## src/hw/rtl/lrk_pkg.sv

```systemverilog
`timescale 1ns / 1ps

package lrk_pkg;

   // Point word and field widths.
   localparam int WORD_BITS = 32;
   localparam int GAIN_BITS = 23;
   localparam int STEP_BITS = 17;

   // Configuration port.
   localparam int CSR_INDEX_BITS = 3;
   localparam int CSR_DATA_BITS = 32;
   localparam logic [CSR_INDEX_BITS-1:0] CSR_SIGMA = 3'd0;
   localparam logic [CSR_INDEX_BITS-1:0] CSR_RHO = 3'd1;
   localparam logic [CSR_INDEX_BITS-1:0] CSR_BETA = 3'd2;
   localparam logic [CSR_INDEX_BITS-1:0] CSR_STEP = 3'd3;

   // Register defaults: sigma 10, rho 28, beta about 8/3, step about 1/60.
   localparam logic [GAIN_BITS-1:0] SIGMA_RESET = 23'd655360;
   localparam logic [GAIN_BITS-1:0] RHO_RESET = 23'd1835008;
   localparam logic [GAIN_BITS-1:0] BETA_RESET = 23'd174763;
   localparam logic [STEP_BITS-1:0] STEP_RESET = 17'd1092;

   // Division by six: multiply by ceil(2^34 / 6) and keep the bits from 34 up.
   localparam logic [WORD_BITS-1:0] RECIP6 = 32'hAAAA_AAAB;
   localparam int DIV6_SHIFT = WORD_BITS + 2;

   // Scratch memory layout: four slopes, the nudged point and two temporaries.
   localparam int K1_BASE = 0;
   localparam int K2_BASE = 3;
   localparam int K3_BASE = 6;
   localparam int K4_BASE = 9;
   localparam int SN_BASE = 12;
   localparam int T0_ADDR = 15;
   localparam int T1_ADDR = 16;
   localparam int RAM_DEPTH = 17;
   localparam int ADDR_BITS = $clog2(RAM_DEPTH);

   // Micro-program length.
   localparam int PC_BITS = 7;
   localparam logic [PC_BITS-1:0] LAST_PC = 7'd73;

   typedef enum logic [1:0] {
      OP_ADD,
      OP_SUB,
      OP_MUL,
      OP_DIV6
   } op_type;

   typedef enum logic [3:0] {
      SRC_RAM,
      SRC_POS_X,
      SRC_POS_Y,
      SRC_POS_Z,
      SRC_SIGMA,
      SRC_RHO,
      SRC_BETA,
      SRC_STEP,
      SRC_HALF
   } src_type;

   typedef enum logic [1:0] {
      DST_RAM,
      DST_POS_X,
      DST_POS_Y,
      DST_POS_Z
   } dst_type;

   typedef struct packed {
      src_type src;
      logic [ADDR_BITS-1:0] addr;
   } opnd_type;

   typedef struct packed {
      op_type op;
      opnd_type a;
      opnd_type b;
      dst_type dst;
      logic [ADDR_BITS-1:0] daddr;
   } uop_type;

   typedef struct packed {
      logic busy;
      logic wr_en;
      logic mul_load;
      uop_type uop;
   } seq_ctl_type;

   function automatic opnd_type ram_opnd(int addr);
      opnd_type o;
      o.src = SRC_RAM;
      o.addr = ADDR_BITS'(addr);
      return o;
   endfunction

   function automatic opnd_type src_opnd(src_type s);
      opnd_type o;
      o.src = s;
      o.addr = '0;
      return o;
   endfunction

   function automatic uop_type mk_uop(op_type op, opnd_type a, opnd_type b,
                                      dst_type dst, int daddr);
      uop_type u;
      u.op = op;
      u.a = a;
      u.b = b;
      u.dst = dst;
      u.daddr = ADDR_BITS'(daddr);
      return u;
   endfunction

   function automatic src_type pos_src(int j);
      src_type s;
      case (j)
         0: s = SRC_POS_X;
         1: s = SRC_POS_Y;
         default: s = SRC_POS_Z;
      endcase
      return s;
   endfunction

   function automatic dst_type pos_dst(int j);
      dst_type d;
      case (j)
         0: d = DST_POS_X;
         1: d = DST_POS_Y;
         default: d = DST_POS_Z;
      endcase
      return d;
   endfunction

   // Coordinate j of the slope input: the held point for k1, the nudged point otherwise.
   function automatic opnd_type state_opnd(int j, logic from_pos);
      opnd_type o;
      if (from_pos) begin
         o = src_opnd(pos_src(j));
      end else begin
         o = ram_opnd(SN_BASE + j);
      end
      return o;
   endfunction

   // Lorenz slope: dx = sigma*(y-x), dy = x*(rho-z) - y, dz = x*y - beta*z.
   function automatic uop_type slope_uop(int sub, logic from_pos, int kb);
      opnd_type sx;
      opnd_type sy;
      opnd_type sz;
      opnd_type t0;
      opnd_type t1;
      uop_type u;
      sx = state_opnd(0, from_pos);
      sy = state_opnd(1, from_pos);
      sz = state_opnd(2, from_pos);
      t0 = ram_opnd(T0_ADDR);
      t1 = ram_opnd(T1_ADDR);
      case (sub)
         0: u = mk_uop(OP_SUB, sy, sx, DST_RAM, T0_ADDR);
         1: u = mk_uop(OP_MUL, src_opnd(SRC_SIGMA), t0, DST_RAM, kb);
         2: u = mk_uop(OP_SUB, src_opnd(SRC_RHO), sz, DST_RAM, T0_ADDR);
         3: u = mk_uop(OP_MUL, sx, t0, DST_RAM, T0_ADDR);
         4: u = mk_uop(OP_SUB, t0, sy, DST_RAM, kb + 1);
         5: u = mk_uop(OP_MUL, sx, sy, DST_RAM, T0_ADDR);
         6: u = mk_uop(OP_MUL, src_opnd(SRC_BETA), sz, DST_RAM, T1_ADDR);
         default: u = mk_uop(OP_SUB, t0, t1, DST_RAM, kb + 2);
      endcase
      return u;
   endfunction

   // Nudged point: s' = s + k * h, one coordinate per two micro-operations.
   function automatic uop_type nudge_uop(int sub, int kb, src_type hs);
      int j;
      uop_type u;
      j = sub >> 1;
      if ((sub & 1) == 0) begin
         u = mk_uop(OP_MUL, ram_opnd(kb + j), src_opnd(hs), DST_RAM, T0_ADDR);
      end else begin
         u = mk_uop(OP_ADD, src_opnd(pos_src(j)), ram_opnd(T0_ADDR), DST_RAM, SN_BASE + j);
      end
      return u;
   endfunction

   // Weighted slope sum, division by six and the final update of coordinate c.
   function automatic uop_type blend_uop(int sub, int c);
      opnd_type t0;
      opnd_type t1;
      uop_type u;
      t0 = ram_opnd(T0_ADDR);
      t1 = ram_opnd(T1_ADDR);
      case (sub)
         0: u = mk_uop(OP_ADD, ram_opnd(K2_BASE + c), ram_opnd(K2_BASE + c), DST_RAM, T0_ADDR);
         1: u = mk_uop(OP_ADD, ram_opnd(K1_BASE + c), t0, DST_RAM, T0_ADDR);
         2: u = mk_uop(OP_ADD, ram_opnd(K3_BASE + c), ram_opnd(K3_BASE + c), DST_RAM, T1_ADDR);
         3: u = mk_uop(OP_ADD, t0, t1, DST_RAM, T0_ADDR);
         4: u = mk_uop(OP_ADD, t0, ram_opnd(K4_BASE + c), DST_RAM, T0_ADDR);
         5: u = mk_uop(OP_DIV6, t0, t0, DST_RAM, T0_ADDR);
         6: u = mk_uop(OP_MUL, t0, src_opnd(SRC_STEP), DST_RAM, T1_ADDR);
         default: u = mk_uop(OP_ADD, src_opnd(pos_src(c)), t1, pos_dst(c), 0);
      endcase
      return u;
   endfunction

   // Micro-program of one RK4 step.
   function automatic uop_type rk_uop(logic [PC_BITS-1:0] pc);
      int p;
      uop_type u;
      p = int'(pc);
      if (p < 8) begin
         u = slope_uop(p, 1'b1, K1_BASE);
      end else if (p < 14) begin
         u = nudge_uop(p - 8, K1_BASE, SRC_HALF);
      end else if (p < 22) begin
         u = slope_uop(p - 14, 1'b0, K2_BASE);
      end else if (p < 28) begin
         u = nudge_uop(p - 22, K2_BASE, SRC_HALF);
      end else if (p < 36) begin
         u = slope_uop(p - 28, 1'b0, K3_BASE);
      end else if (p < 42) begin
         u = nudge_uop(p - 36, K3_BASE, SRC_STEP);
      end else if (p < 50) begin
         u = slope_uop(p - 42, 1'b0, K4_BASE);
      end else begin
         u = blend_uop((p - 50) & 7, (p - 50) >> 3);
      end
      return u;
   endfunction

endpackage

```

## src/hw/rtl/lorenz_rk4_integrator_core.sv

```systemverilog
`timescale 1ns / 1ps
// Advance item: once it is accepted, 74 micro-operations run on one shared add/multiply unit;
// an add or subtract reads and executes, a multiply or divide by six reads, executes and writes.
// Load item: the loaded point is reported as its result. One item at a time, so a new item is
// accepted once the previous result has entered the output register.
// Synchronous active-high reset sets each coordinate to one half and the registers to defaults.

module lorenz_rk4_integrator_core #(
   parameter int FRAC_BITS = 16
) (
   input  logic                                      clock,
   input  logic                                      reset,
   input  logic                                      req_valid,
   output logic                                      req_stall,
   input  logic                                      req_func,
   input  logic signed [lrk_pkg::WORD_BITS-1:0]      req_load_x,
   input  logic signed [lrk_pkg::WORD_BITS-1:0]      req_load_y,
   input  logic signed [lrk_pkg::WORD_BITS-1:0]      req_load_z,
   output logic                                      rsp_valid,
   input  logic                                      rsp_stall,
   output logic signed [lrk_pkg::WORD_BITS-1:0]      rsp_out_x,
   output logic signed [lrk_pkg::WORD_BITS-1:0]      rsp_out_y,
   output logic signed [lrk_pkg::WORD_BITS-1:0]      rsp_out_z,
   output logic                                      rsp_saturated,
   input  logic                                      csr_valid,
   output logic                                      csr_ready,
   input  logic [lrk_pkg::CSR_INDEX_BITS-1:0]        csr_index,
   input  logic [lrk_pkg::CSR_DATA_BITS-1:0]         csr_wdata
);

   import lrk_pkg::*;

   localparam logic signed [WORD_BITS-1:0] POS_RESET = WORD_BITS'(1 << (FRAC_BITS - 1));

   logic                        req_accept;
   logic                        handoff;
   logic                        item_ff;
   seq_ctl_type                 ctl;

   logic [GAIN_BITS-1:0]        sigma_ff;
   logic [GAIN_BITS-1:0]        rho_ff;
   logic [GAIN_BITS-1:0]        beta_ff;
   logic [STEP_BITS-1:0]        step_ff;

   logic signed [WORD_BITS-1:0] pos_x_ff;
   logic signed [WORD_BITS-1:0] pos_y_ff;
   logic signed [WORD_BITS-1:0] pos_z_ff;
   logic signed [WORD_BITS-1:0] pos_x_in;
   logic signed [WORD_BITS-1:0] pos_y_in;
   logic signed [WORD_BITS-1:0] pos_z_in;
   logic                        sat_ff;
   logic                        sat_in;

   logic [WORD_BITS-1:0]        ram_rd_a;
   logic [WORD_BITS-1:0]        ram_rd_b;
   logic                        ram_we;
   logic signed [WORD_BITS-1:0] opnd_a;
   logic signed [WORD_BITS-1:0] opnd_b;
   logic signed [WORD_BITS-1:0] alu_result;
   logic                        alu_sat;

   logic                        rsp_valid_ff;
   logic signed [WORD_BITS-1:0] rsp_out_x_ff;
   logic signed [WORD_BITS-1:0] rsp_out_y_ff;
   logic signed [WORD_BITS-1:0] rsp_out_z_ff;
   logic                        rsp_saturated_ff;

   // Handshake: one item in the block until its result moves to the output register.
   assign req_accept = req_valid && !req_stall;
   assign req_stall = item_ff;
   assign handoff = item_ff && !ctl.busy && (!rsp_valid_ff || !rsp_stall);
   assign csr_ready = 1'b1;

   always_ff @(posedge clock) begin
      if (reset) begin
         item_ff <= 1'b0;
      end else if (req_accept) begin
         item_ff <= 1'b1;
      end else if (handoff) begin
         item_ff <= 1'b0;
      end
   end

   // Configuration registers.
   always_ff @(posedge clock) begin
      if (reset) begin
         sigma_ff <= SIGMA_RESET;
         rho_ff <= RHO_RESET;
         beta_ff <= BETA_RESET;
         step_ff <= STEP_RESET;
      end else if (csr_valid && csr_ready) begin
         unique case (csr_index)
            CSR_SIGMA: sigma_ff <= csr_wdata[GAIN_BITS-1:0];
            CSR_RHO: rho_ff <= csr_wdata[GAIN_BITS-1:0];
            CSR_BETA: beta_ff <= csr_wdata[GAIN_BITS-1:0];
            CSR_STEP: step_ff <= csr_wdata[STEP_BITS-1:0];
            default: ;
         endcase
      end
   end

   lrk_seq u_seq (
      .clock (clock),
      .reset (reset),
      .start (req_accept && !req_func),
      .ctl   (ctl)
   );

   // Scratch memory for slopes, the nudged point and temporaries.
   assign ram_we = ctl.wr_en && (ctl.uop.dst == DST_RAM);

   lrk_ram #(
      .WIDTH (WORD_BITS),
      .DEPTH (RAM_DEPTH)
   ) u_ram (
      .clock     (clock),
      .wr_en     (ram_we),
      .wr_addr   (ctl.uop.daddr),
      .wr_data   (alu_result),
      .rd_addr_a (ctl.uop.a.addr),
      .rd_addr_b (ctl.uop.b.addr),
      .rd_data_a (ram_rd_a),
      .rd_data_b (ram_rd_b)
   );

   // Operand selection for the shared unit.
   function automatic logic signed [WORD_BITS-1:0] pick(src_type src,
                                                        logic [WORD_BITS-1:0] ram_v);
      logic signed [WORD_BITS-1:0] v;
      unique case (src)
         SRC_POS_X: v = pos_x_ff;
         SRC_POS_Y: v = pos_y_ff;
         SRC_POS_Z: v = pos_z_ff;
         SRC_SIGMA: v = WORD_BITS'(sigma_ff);
         SRC_RHO: v = WORD_BITS'(rho_ff);
         SRC_BETA: v = WORD_BITS'(beta_ff);
         SRC_STEP: v = WORD_BITS'(step_ff);
         SRC_HALF: v = WORD_BITS'(step_ff >> 1);
         default: v = $signed(ram_v);
      endcase
      return v;
   endfunction

   always_comb begin
      opnd_a = pick(ctl.uop.a.src, ram_rd_a);
      opnd_b = pick(ctl.uop.b.src, ram_rd_b);
   end

   lrk_alu #(
      .FRAC_BITS (FRAC_BITS)
   ) u_alu (
      .clock    (clock),
      .op       (ctl.uop.op),
      .mul_load (ctl.mul_load),
      .a        (opnd_a),
      .b        (opnd_b),
      .result   (alu_result),
      .sat      (alu_sat)
   );

   // Held point and saturation flag: loaded directly, or written by the final updates.
   always_comb begin
      pos_x_in = pos_x_ff;
      pos_y_in = pos_y_ff;
      pos_z_in = pos_z_ff;
      sat_in = sat_ff;
      if (req_accept && req_func) begin
         pos_x_in = req_load_x;
         pos_y_in = req_load_y;
         pos_z_in = req_load_z;
         sat_in = 1'b0;
      end else if (req_accept) begin
         sat_in = 1'b0;
      end else if (ctl.wr_en) begin
         sat_in = sat_ff || alu_sat;
         unique case (ctl.uop.dst)
            DST_POS_X: pos_x_in = alu_result;
            DST_POS_Y: pos_y_in = alu_result;
            DST_POS_Z: pos_z_in = alu_result;
            default: ;
         endcase
      end
   end

   always_ff @(posedge clock) begin
      if (reset) begin
         pos_x_ff <= POS_RESET;
         pos_y_ff <= POS_RESET;
         pos_z_ff <= POS_RESET;
         sat_ff <= 1'b0;
      end else begin
         pos_x_ff <= pos_x_in;
         pos_y_ff <= pos_y_in;
         pos_z_ff <= pos_z_in;
         sat_ff <= sat_in;
      end
   end

   // Output register.
   always_ff @(posedge clock) begin
      if (reset) begin
         rsp_valid_ff <= 1'b0;
      end else if (handoff) begin
         rsp_valid_ff <= 1'b1;
      end else if (!rsp_stall) begin
         rsp_valid_ff <= 1'b0;
      end
   end

   always_ff @(posedge clock) begin
      if (handoff) begin
         rsp_out_x_ff <= pos_x_ff;
         rsp_out_y_ff <= pos_y_ff;
         rsp_out_z_ff <= pos_z_ff;
         rsp_saturated_ff <= sat_ff;
      end
   end

   assign rsp_valid = rsp_valid_ff;
   assign rsp_out_x = rsp_out_x_ff;
   assign rsp_out_y = rsp_out_y_ff;
   assign rsp_out_z = rsp_out_z_ff;
   assign rsp_saturated = rsp_saturated_ff;

   // The sequencer only runs on behalf of an accepted item.
   a_busy_has_item: assert property (@(posedge clock) disable iff (reset)
      ctl.busy |-> item_ff)
      else $error("sequencer running without an item");

   // An advance item starts the sequencer on the next cycle.
   a_advance_starts: assert property (@(posedge clock) disable iff (reset)
      (req_accept && !req_func) |=> ctl.busy)
      else $error("advance item did not start the sequencer");

   // The point holds while neither a load nor a step is in progress.
   a_point_holds: assert property (@(posedge clock) disable iff (reset)
      (!ctl.busy && !req_accept) |=>
      ($stable(pos_x_ff) && $stable(pos_y_ff) && $stable(pos_z_ff)))
      else $error("point changed while idle");

   // A new result appears only from an item in the block.
   a_result_from_item: assert property (@(posedge clock) disable iff (reset)
      $rose(rsp_valid_ff) |-> $past(item_ff))
      else $error("result without an item");

   // Scratch writes happen only during a step.
   a_ram_write_busy: assert property (@(posedge clock) disable iff (reset)
      ram_we |-> ctl.busy)
      else $error("scratch write outside a step");

endmodule

```

## src/hw/rtl/lrk_ram.sv

```systemverilog
`timescale 1ns / 1ps

module lrk_ram #(
   parameter int WIDTH = 32,
   parameter int DEPTH = 16
) (
   input  logic                     clock,
   input  logic                     wr_en,
   input  logic [$clog2(DEPTH)-1:0] wr_addr,
   input  logic [WIDTH-1:0]         wr_data,
   input  logic [$clog2(DEPTH)-1:0] rd_addr_a,
   input  logic [$clog2(DEPTH)-1:0] rd_addr_b,
   output logic [WIDTH-1:0]         rd_data_a,
   output logic [WIDTH-1:0]         rd_data_b
);

   logic [WIDTH-1:0] mem_ff [DEPTH];
   logic [WIDTH-1:0] rd_data_a_ff;
   logic [WIDTH-1:0] rd_data_b_ff;

   // One write port and two registered read ports.
   always_ff @(posedge clock) begin
      if (wr_en) begin
         mem_ff[wr_addr] <= wr_data;
      end
      rd_data_a_ff <= mem_ff[rd_addr_a];
      rd_data_b_ff <= mem_ff[rd_addr_b];
   end

   assign rd_data_a = rd_data_a_ff;
   assign rd_data_b = rd_data_b_ff;

endmodule

```

## src/hw/rtl/lrk_alu.sv

```systemverilog
`timescale 1ns / 1ps

module lrk_alu #(
   parameter int FRAC_BITS = 16
) (
   input  logic                                 clock,
   input  lrk_pkg::op_type                      op,
   input  logic                                 mul_load,
   input  logic signed [lrk_pkg::WORD_BITS-1:0] a,
   input  logic signed [lrk_pkg::WORD_BITS-1:0] b,
   output logic signed [lrk_pkg::WORD_BITS-1:0] result,
   output logic                                 sat
);

   import lrk_pkg::*;

   localparam int MW = WORD_BITS + 1;
   localparam int PW = 2 * MW;
   localparam logic signed [WORD_BITS-1:0] WMAX = {1'b0, {(WORD_BITS - 1){1'b1}}};
   localparam logic signed [WORD_BITS-1:0] WMIN = {1'b1, {(WORD_BITS - 1){1'b0}}};

   logic [WORD_BITS-1:0]        mag;
   logic signed [MW-1:0]        mul_a;
   logic signed [MW-1:0]        mul_b;
   logic signed [PW-1:0]        prod_ff;
   logic signed [WORD_BITS:0]   sum;
   logic signed [PW-1:0]        shifted;
   logic [PW-WORD_BITS:0]       shifted_hi;
   logic signed [WORD_BITS-1:0] quot;

   // Multiplier operands: signed fixed-point product, or magnitude times 1/6.
   always_comb begin
      mag = a[WORD_BITS-1] ? WORD_BITS'(-a) : WORD_BITS'(a);
      if (op == OP_DIV6) begin
         mul_a = $signed({1'b0, mag});
         mul_b = $signed({1'b0, RECIP6});
      end else begin
         mul_a = MW'(a);
         mul_b = MW'(b);
      end
   end

   // The shared multiplier, registered before any use of the product.
   always_ff @(posedge clock) begin
      if (mul_load) begin
         prod_ff <= mul_a * mul_b;
      end
   end

   // Saturating add and subtract, product scaling and division by six.
   always_comb begin
      sum = '0;
      shifted = prod_ff >>> FRAC_BITS;
      shifted_hi = shifted[PW-1:WORD_BITS-1];
      quot = $signed(prod_ff[DIV6_SHIFT +: WORD_BITS]);
      result = '0;
      sat = 1'b0;
      unique case (op) inside
         OP_ADD, OP_SUB: begin
            if (op == OP_ADD) begin
               sum = (WORD_BITS + 1)'(a) + (WORD_BITS + 1)'(b);
            end else begin
               sum = (WORD_BITS + 1)'(a) - (WORD_BITS + 1)'(b);
            end
            if (sum[WORD_BITS] != sum[WORD_BITS-1]) begin
               sat = 1'b1;
               result = sum[WORD_BITS] ? WMIN : WMAX;
            end else begin
               result = sum[WORD_BITS-1:0];
            end
         end
         OP_MUL: begin
            if (!((&shifted_hi) || !(|shifted_hi))) begin
               sat = 1'b1;
               result = shifted[PW-1] ? WMIN : WMAX;
            end else begin
               result = shifted[WORD_BITS-1:0];
            end
         end
         default: begin
            result = a[WORD_BITS-1] ? -quot : quot;
         end
      endcase
   end

endmodule

```

## src/hw/rtl/lrk_seq.sv

```systemverilog
`timescale 1ns / 1ps

module lrk_seq (
   input  logic                 clock,
   input  logic                 reset,
   input  logic                 start,
   output lrk_pkg::seq_ctl_type ctl
);

   import lrk_pkg::*;

   typedef enum logic [1:0] {
      ST_IDLE,
      ST_READ,
      ST_EXEC,
      ST_WRITE
   } state_type;

   state_type            state_ff;
   state_type            state_in;
   logic [PC_BITS-1:0]   pc_ff;
   logic [PC_BITS-1:0]   pc_in;
   uop_type              uop;
   logic                 long_op;

   // Each micro-operation reads, then executes; multiplies and divides take a write cycle.
   always_comb begin
      uop = rk_uop(pc_ff);
      long_op = (uop.op == OP_MUL) || (uop.op == OP_DIV6);
      state_in = state_ff;
      pc_in = pc_ff;
      unique case (state_ff)
         ST_IDLE: begin
            if (start) begin
               state_in = ST_READ;
               pc_in = '0;
            end
         end
         ST_READ: begin
            state_in = ST_EXEC;
         end
         ST_EXEC: begin
            if (long_op) begin
               state_in = ST_WRITE;
            end else if (pc_ff == LAST_PC) begin
               state_in = ST_IDLE;
            end else begin
               state_in = ST_READ;
               pc_in = pc_ff + 1'b1;
            end
         end
         default: begin
            if (pc_ff == LAST_PC) begin
               state_in = ST_IDLE;
            end else begin
               state_in = ST_READ;
               pc_in = pc_ff + 1'b1;
            end
         end
      endcase
   end

   always_ff @(posedge clock) begin
      if (reset) begin
         state_ff <= ST_IDLE;
         pc_ff <= '0;
      end else begin
         state_ff <= state_in;
         pc_ff <= pc_in;
      end
   end

   // Control toward the datapath.
   always_comb begin
      ctl.busy = (state_ff != ST_IDLE);
      ctl.wr_en = ((state_ff == ST_EXEC) && !long_op) || (state_ff == ST_WRITE);
      ctl.mul_load = (state_ff == ST_EXEC);
      ctl.uop = uop;
   end

endmodule

```

## config.mk

```make
export PLATFORM = sky130hd
export DESIGN_NAME = lorenz_rk4_integrator_core
export DESIGN_NICKNAME = d
export VERILOG_FILES = /design/src/hw/rtl/lrk_pkg.sv /design/src/hw/rtl/lorenz_rk4_integrator_core.sv /design/src/hw/rtl/lrk_ram.sv /design/src/hw/rtl/lrk_alu.sv /design/src/hw/rtl/lrk_seq.sv
export SDC_FILE = /design/constraint.sdc
export NUM_CORES = 2
export LEC_CHECK = 0
export BUFFER_PORTS_ARGS = -buffer_cell sky130_fd_sc_hd__buf_2
export CAP_MARGIN = 20
export CORE_ASPECT_RATIO = 0.9
export CORE_MARGIN = 1.5
export CORE_UTILIZATION = 40
export CTS_BUF_LIST = sky130_fd_sc_hd__clkbuf_8
export CTS_CLUSTER_DIAMETER = 50
export DETAILED_ROUTE_END_ITERATION = 10
export SLEW_MARGIN = 0
export SYNTH_ARGS = -nofsm -noshare
export SYNTH_HDL_FRONTEND = slang
export SYNTH_HIERARCHICAL = 1
export SYNTH_SLANG_ARGS = --single-unit
export TNS_END_PERCENT = 10
```

## constraint.sdc

```tcl
create_clock -name clock -period 16.3 [get_ports clock]
set_clock_uncertainty 0.15 [all_clocks]
set_input_delay 0.815 -clock clock [delete_from_list [all_inputs] [get_ports clock]]
set_output_delay 0.815 -clock clock [all_outputs]
set_load 0.05 [all_outputs]
```

---- Word level (Yosys, flattened, before mapping) ----
Memories as Yosys holds them, arrays and structs flattened. A register that Yosys moved wholly into a read port is not among the register bits.
Index checks and enable logic that the tools add are counted.
word-level totals
  output and inout port bits .............. 100
  bits of input ports ..................... 137
  word-level logic and storage cells ...... 230
  memories kept ........................... 1
  RAM bits ................................ 544
  bits in registers ....................... 357
cells by class
  bitwise gates (word level) .............. 1
  reductions and logical operators ........ 53
  muxes and demuxes ....................... 62
  multiply operators ...................... 1
  add/subtract/negate cells ............... 20
  magnitude comparators ................... 7
  equality and inequality tests ........... 68
memories
  memory        depth  bits a word  read ports  clocked after memory_dff  write ports  line           source
  u_ram.mem_ff  17     32           2           2                         1            lrk_ram.sv:17  logic [WIDTH-1:0] mem_ff [DEPTH];
operator list
  operator                                                    number
  one-hot mux 27 bit (7 select lines)                         5
  two-way mux 32 bit                                          18
  one-hot mux 32 bit (8 select lines)                         2
  zero test 32 bit                                            11
  equality test 32 x 3 -> 1 bit, second input constant        9
  two-way mux 27 bit                                          10
  equality test 32 x 2 -> 1 bit, second input constant        6
  two-way mux 33 bit                                          4
  equality test 32 x 1 -> 1 bit, second input constant        3
  equality test 31 x 1 -> 1 bit, second input constant        3
  multiplier 33 x 33 -> 66 bit                                1
  negation 32 bit                                             2
  one-hot mux 32 bit (2 select lines)                         1
  adder 32 x 32 -> 33 bit                                     1
  subtractor 32 x 32 -> 33 bit                                1
  equality test 4 x 3 -> 1 bit, second input constant         8
  equality test 29 x 1 -> 1 bit, second input constant        1
  subtractor 7 x 6 -> 8 bit, second input constant            3
  equality test 7 x 3 -> 1 bit, second input constant         3
  less-than comparator 7 x 6 -> 1 bit, second input constant  3
  two-way mux 7 bit                                           3
  one-hot mux 7 bit (3 select lines)                          1
  adder 4 x 5 -> 5 bit, first input constant                  4
  one-hot mux 2 bit (2 select lines)                          5
  39 further kinds                                            104

---- Depth between registers and ports, before layout ----
  depth in word-level cells ............... 23
  depth in mapped cells ................... 56
  gate-level depth less buffers ........... 49

---- Hierarchy ----
The synthesis kept the hierarchy.
by module, submodules not included
  module                      seq. area each (um^2)  cells each  area each (um^2)  times used
  lrk_alu                     1,501.4                5,073       44,522.7          1
  lrk_ram                     17,616.9               1,253       26,639.3          1
  lorenz_rk4_integrator_core  6,616.3                1,517       14,171.1          1
  lrk_seq                     180.2                  574         3,726.1           1

---- Least setup slack after synthesis ----
Ideal clock, no wire load.
  path type ............................... reg2reg
  start ................................... register u_seq.pc_ff[2]
  end ..................................... register u_alu.prod_ff[54] (data pin)
  path slack .............................. 3.405 ns
  period minus slack after synthesis ...... 12.895 ns
  setup time .............................. 0.277 ns
  buffers on the path ..................... 6
  data required time ...................... 15.873 ns
  data arrival time ....................... 12.468 ns
  stages on the path, launching flop included .. 52
  path through ............................ dfxtp_1 > buf_2 > inv_1 > ha_1 > a21boi_2 > xnor2_1 > inv_1 > ha_1 > a31oi_1 > a21oi_1 > o2111ai_1 > a221o_1 > buf_4 > buf_2 > mux2_2 > nand2_1 > o221ai_1 > a211o_1 > (+16 left out) > inv_1 > fa_1 > fa_1 > fa_1 > inv_1 > fa_1 > inv_1 > ha_1 > clkbuf_1 > a21oi_1 > o21ai_0 > a221o_1 > a21oi_1 > o22ai_1 > a211oi_1 > o21ai_2 > a2111oi_0 > a311oi_1
RTL lines
  item                      line           source
  start: declaration        lrk_seq.sv:21  logic [PC_BITS-1:0] pc_ff;
  start signal: assignment  lrk_seq.sv:69  pc_ff <= pc_in;
  end signal: assignment    lrk_alu.sv:46  prod_ff <= mul_a * mul_b;
  end: declaration          lrk_alu.sv:25  logic signed [PW-1:0] prod_ff;

==> summary.md <==
| Metric | Value |
|---|---|
| Grt met1 use | `0.411` |
| Worst Path Arrival | `15.97 ns` |
| Fin. Hold Viols | `0` |
| Post-synth EDFFs | `691` |
| Avg Cell Area, Syn | `10.6 um2` |
| Most used cell along the critical path | `fa_1` |
| Most used DFF post-synth | `edfxtp_1` |
| GRT busiest layer | `met2` |
| Count leader, synth | `inv_1` |
| # nets final | `10,300` |
| Min Tclk post-route | `15.51 ns` |
| Seq/Total Area, Yosys | `0.291` |
| Die H | `451 um` |
| Mapped Nets | `9,981` |
| Pin count of the biggest net entering global routing | `129` |
| Die area | `225,000 um2` |
| Port bufs | `226` |
| Cell accounting for the most synthesized area | `fa_1` |
| Critical path required time | `16.76 ns` |
| Top cells by count, synth | `inv_1, fa_1, nor2_1` |
| Met2 Resource Use GR | `0.434` |
| CTS Buf Count | `150` |
| Min Hold Slack | `0.0614 ns` |
| Slew HR | `0.198` |
| CP max stage cell | `o21ai_4` |
| Clk slew on worst S/H paths | `0.06 ns` |
| Pins over their slew limit | `0` |
| Max frequency | `64.5 MHz` |
| Antenna violations before repair | `25` |
| Post-route core utilization | `0.446` |
| Asr flop ratio synth | `0` |
| Number of remaining DRC errors | `0` |
| RSZ-0062 raised after global routing | `no` |
| Post-Synthesis Cell Area | `89,100 um2` |
| P&R area growth vs syn | `10.9%` |
| DR vias | `70,400` |
| Rows | `164` |
| Root Buffer | `clkbuf_8` |
| Grt ovf | `0` |
| Ports | `237` |
| Max incr delay on CP | `0.64 ns` |
| Initial Utilization | `0.402` |
| Count of final setup violators | `0` |
| Routed wire length | `335,000 um` |
| Endpoint type of the worst setup path | `flip-flop` |
| Synth area leaders | `fa_1, edfxtp_1, mux4_2, dfxtp_1, inv_1` |
| Die Span X | `500 um` |
| GR Layer Usage met3 | `0.0768` |
| Max Cap Viol | `0` |
| Share of cells above drive strength 1 | `0.164` |
| Worst-Skew Late Latency | `0.87 ns` |
| TritonCTS clock tree | `built` |
| Via/cell ratio | `5.96` |
| Worst-Margin Slew | `1.20 ns` |
| Synth top area share | `0.257` |
| First-pass iteration count of the detailed router | `9` |
| Global placement routability congestion | `0.997` |
| Core area | `222,000 um2` |
| CP Class | `flip-flop to flip-flop` |
| Worst hold path type | `primary input to flip-flop` |
| Yosys warnings | `6` |
| Yosys reg bits | `949` |
| Number of global-route vias before repair | `71,000` |
| CP max FO | `19` |
| DRT antenna net count | `0` |
| Cells after Synth | `8,417` |
| FILL cells | `20,600` |
| Total Neg Setup Slack | `0 ns` |
| Per-cell routed wire length | `28.4 um` |
| Total GRT Usage | `0.296` |
| CTS Sinks | `949` |
| CTS Buffer Depth | `3` |
| Distinct cell type count after synthesis | `124` |
| Final period utilization | `0.952` |
| First-pass GRT wire length | `486,000 um` |
| Final HPWL DP | `253,000 um` |
| Outcome | `finished, final reports clean` |
| First DRT Iteration DRCs | `8,632` |
| CP Launch Type | `flip-flop` |
| Htree depth | `4` |
==> repair_timing <==
item | in CTS | in global routing
resized for setup | 0 | 2
buffers inserted | 0 | 0
endpoints found under the hold margin | 0 | 0
hold buffers | 0 | 0
endpoints found under the setup margin | 0 | 2
==> per-layer routing <==
| metal | wire length, um | share of wire |
|---|---|---|
| met5 | 124 | 0.00037 |
| met3 | 41400 | 0.12 |
| met2 | 144000 | 0.43 |
| met4 | 17000 | 0.051 |
| met1 | 133000 | 0.40 |
==> area by class of cell <==
| class | count | area, um2 | area share |
|---|---|---|---|
| Inverter | 1203 | 4520 | 0.0457 |
| Antenna cell | 8 | 20.0 | 0.000203 |
| Clock buffer | 167 | 2300 | 0.0233 |
| Sequential cell | 949 | 25900 | 0.262 |
| Tap cell | 2905 | 3630 | 0.0368 |
| Clock inverter | 108 | 627 | 0.00635 |
| Timing Repair Buffer | 727 | 5100 | 0.0516 |
| Multi-Input combinational cell | 5736 | 56700 | 0.574 |
==> through the flow <==
| stage | std cells | cell area, um2 | setup slack, ns |
|---|---|---|---|
| 2_1_floorplan | 8417 | 89100 | 3.41 |
| 3_3_place_gp | 11500 | 95700 | 0.927 |
| 3_5_place_dp | 11500 | 95800 | 0.865 |
| 4_1_cts | 11800 | 98700 | 0.845 |
| 5_1_grt | 11800 | 98800 | 0.175 |
| 6_report | 11800 | 98800 | 0.790 |
==> sequential cells by signal, summed over array words and instances (netlist names), 2 cells and up <==
name	cells
beta_ff	23
pos_x_ff	32
pos_y_ff	32
pos_z_ff	32
rho_ff	23
rsp_out_x	32
rsp_out_y	32
rsp_out_z	32
sigma_ff	23
step_ff	17
u_alu/prod_ff	50
u_ram/mem_ff	544
u_ram/rd_data_a	32
u_ram/rd_data_b	32
u_seq/pc_ff	7
u_seq/state_ff	2
==> kinds of logic (layout without fill, tap and decap cells) <==
group                      Yosys count  in the layout  share of synthesized area
AOI/OAI and AO/OA                 1250           1250                      0.104
xor gates and xnor gates           237            237                     0.0239
adders and majority gates         1432           1432                      0.298
DFF                                949            949                      0.291
other                                2             10                  0.0000843
and+or+nand+nor                   2359           2359                      0.115
buffers and inverters             1732           2205                     0.0809
muxes                              456            456                     0.0877
==> worst max-delay path: cells and delay by family (launching register included) <==
kind / cells / cell delay, ns
adders and majority gates: 11 / 5.01
buffers and inverters: 9 / 1.73
xor gates and xnor gates: 3 / 1.15
and+or+nand+nor: 6 / 1.80
AOI/OAI and AO/OA: 16 / 5.06
DFF: 1 / 0.31
==> final timing paths <==
path / cells after the start / end / slack, ns / start
hold / removal: 3 / rho_ff[18] / 0.06 / csr_wdata[18]
setup reg to reg: 45 / u_alu/prod_ff[54] / 0.79 / u_seq/pc_ff[2]
hold reg to reg: 0 / rsp_saturated / 0.32 / sat_ff
setup / recovery: 45 / u_alu/prod_ff[54] / 0.79 / u_seq/pc_ff[2]
==> cells in the final DEF, fill, tap and decap left out, drive strengths merged, types with 27 or more instances in the layout <==
cell and count:
ha 282, a221oi 87, nor3 69, buf 727, a31oi 30, edfxtp 691
a21o 61, fa 1145, mux4 257, nand2b 61, inv 1254, nor2b 44
o31ai 33, o22ai 88, nand2 885, xnor2 130, a211o 27, a21oi 297
a211oi 101, a311oi 37, and2 34, clkbuf 167, and3 38, a22oi 47
dfxtp 258, xor2 107, nand3 96, nor2 962, a22o 48, nand4 31
clkinv 45, o21ai 145, mux2i 180
Power is not shown: default switching activity piles up to over one toggle a cycle in this logic, so the estimate is an artifact.
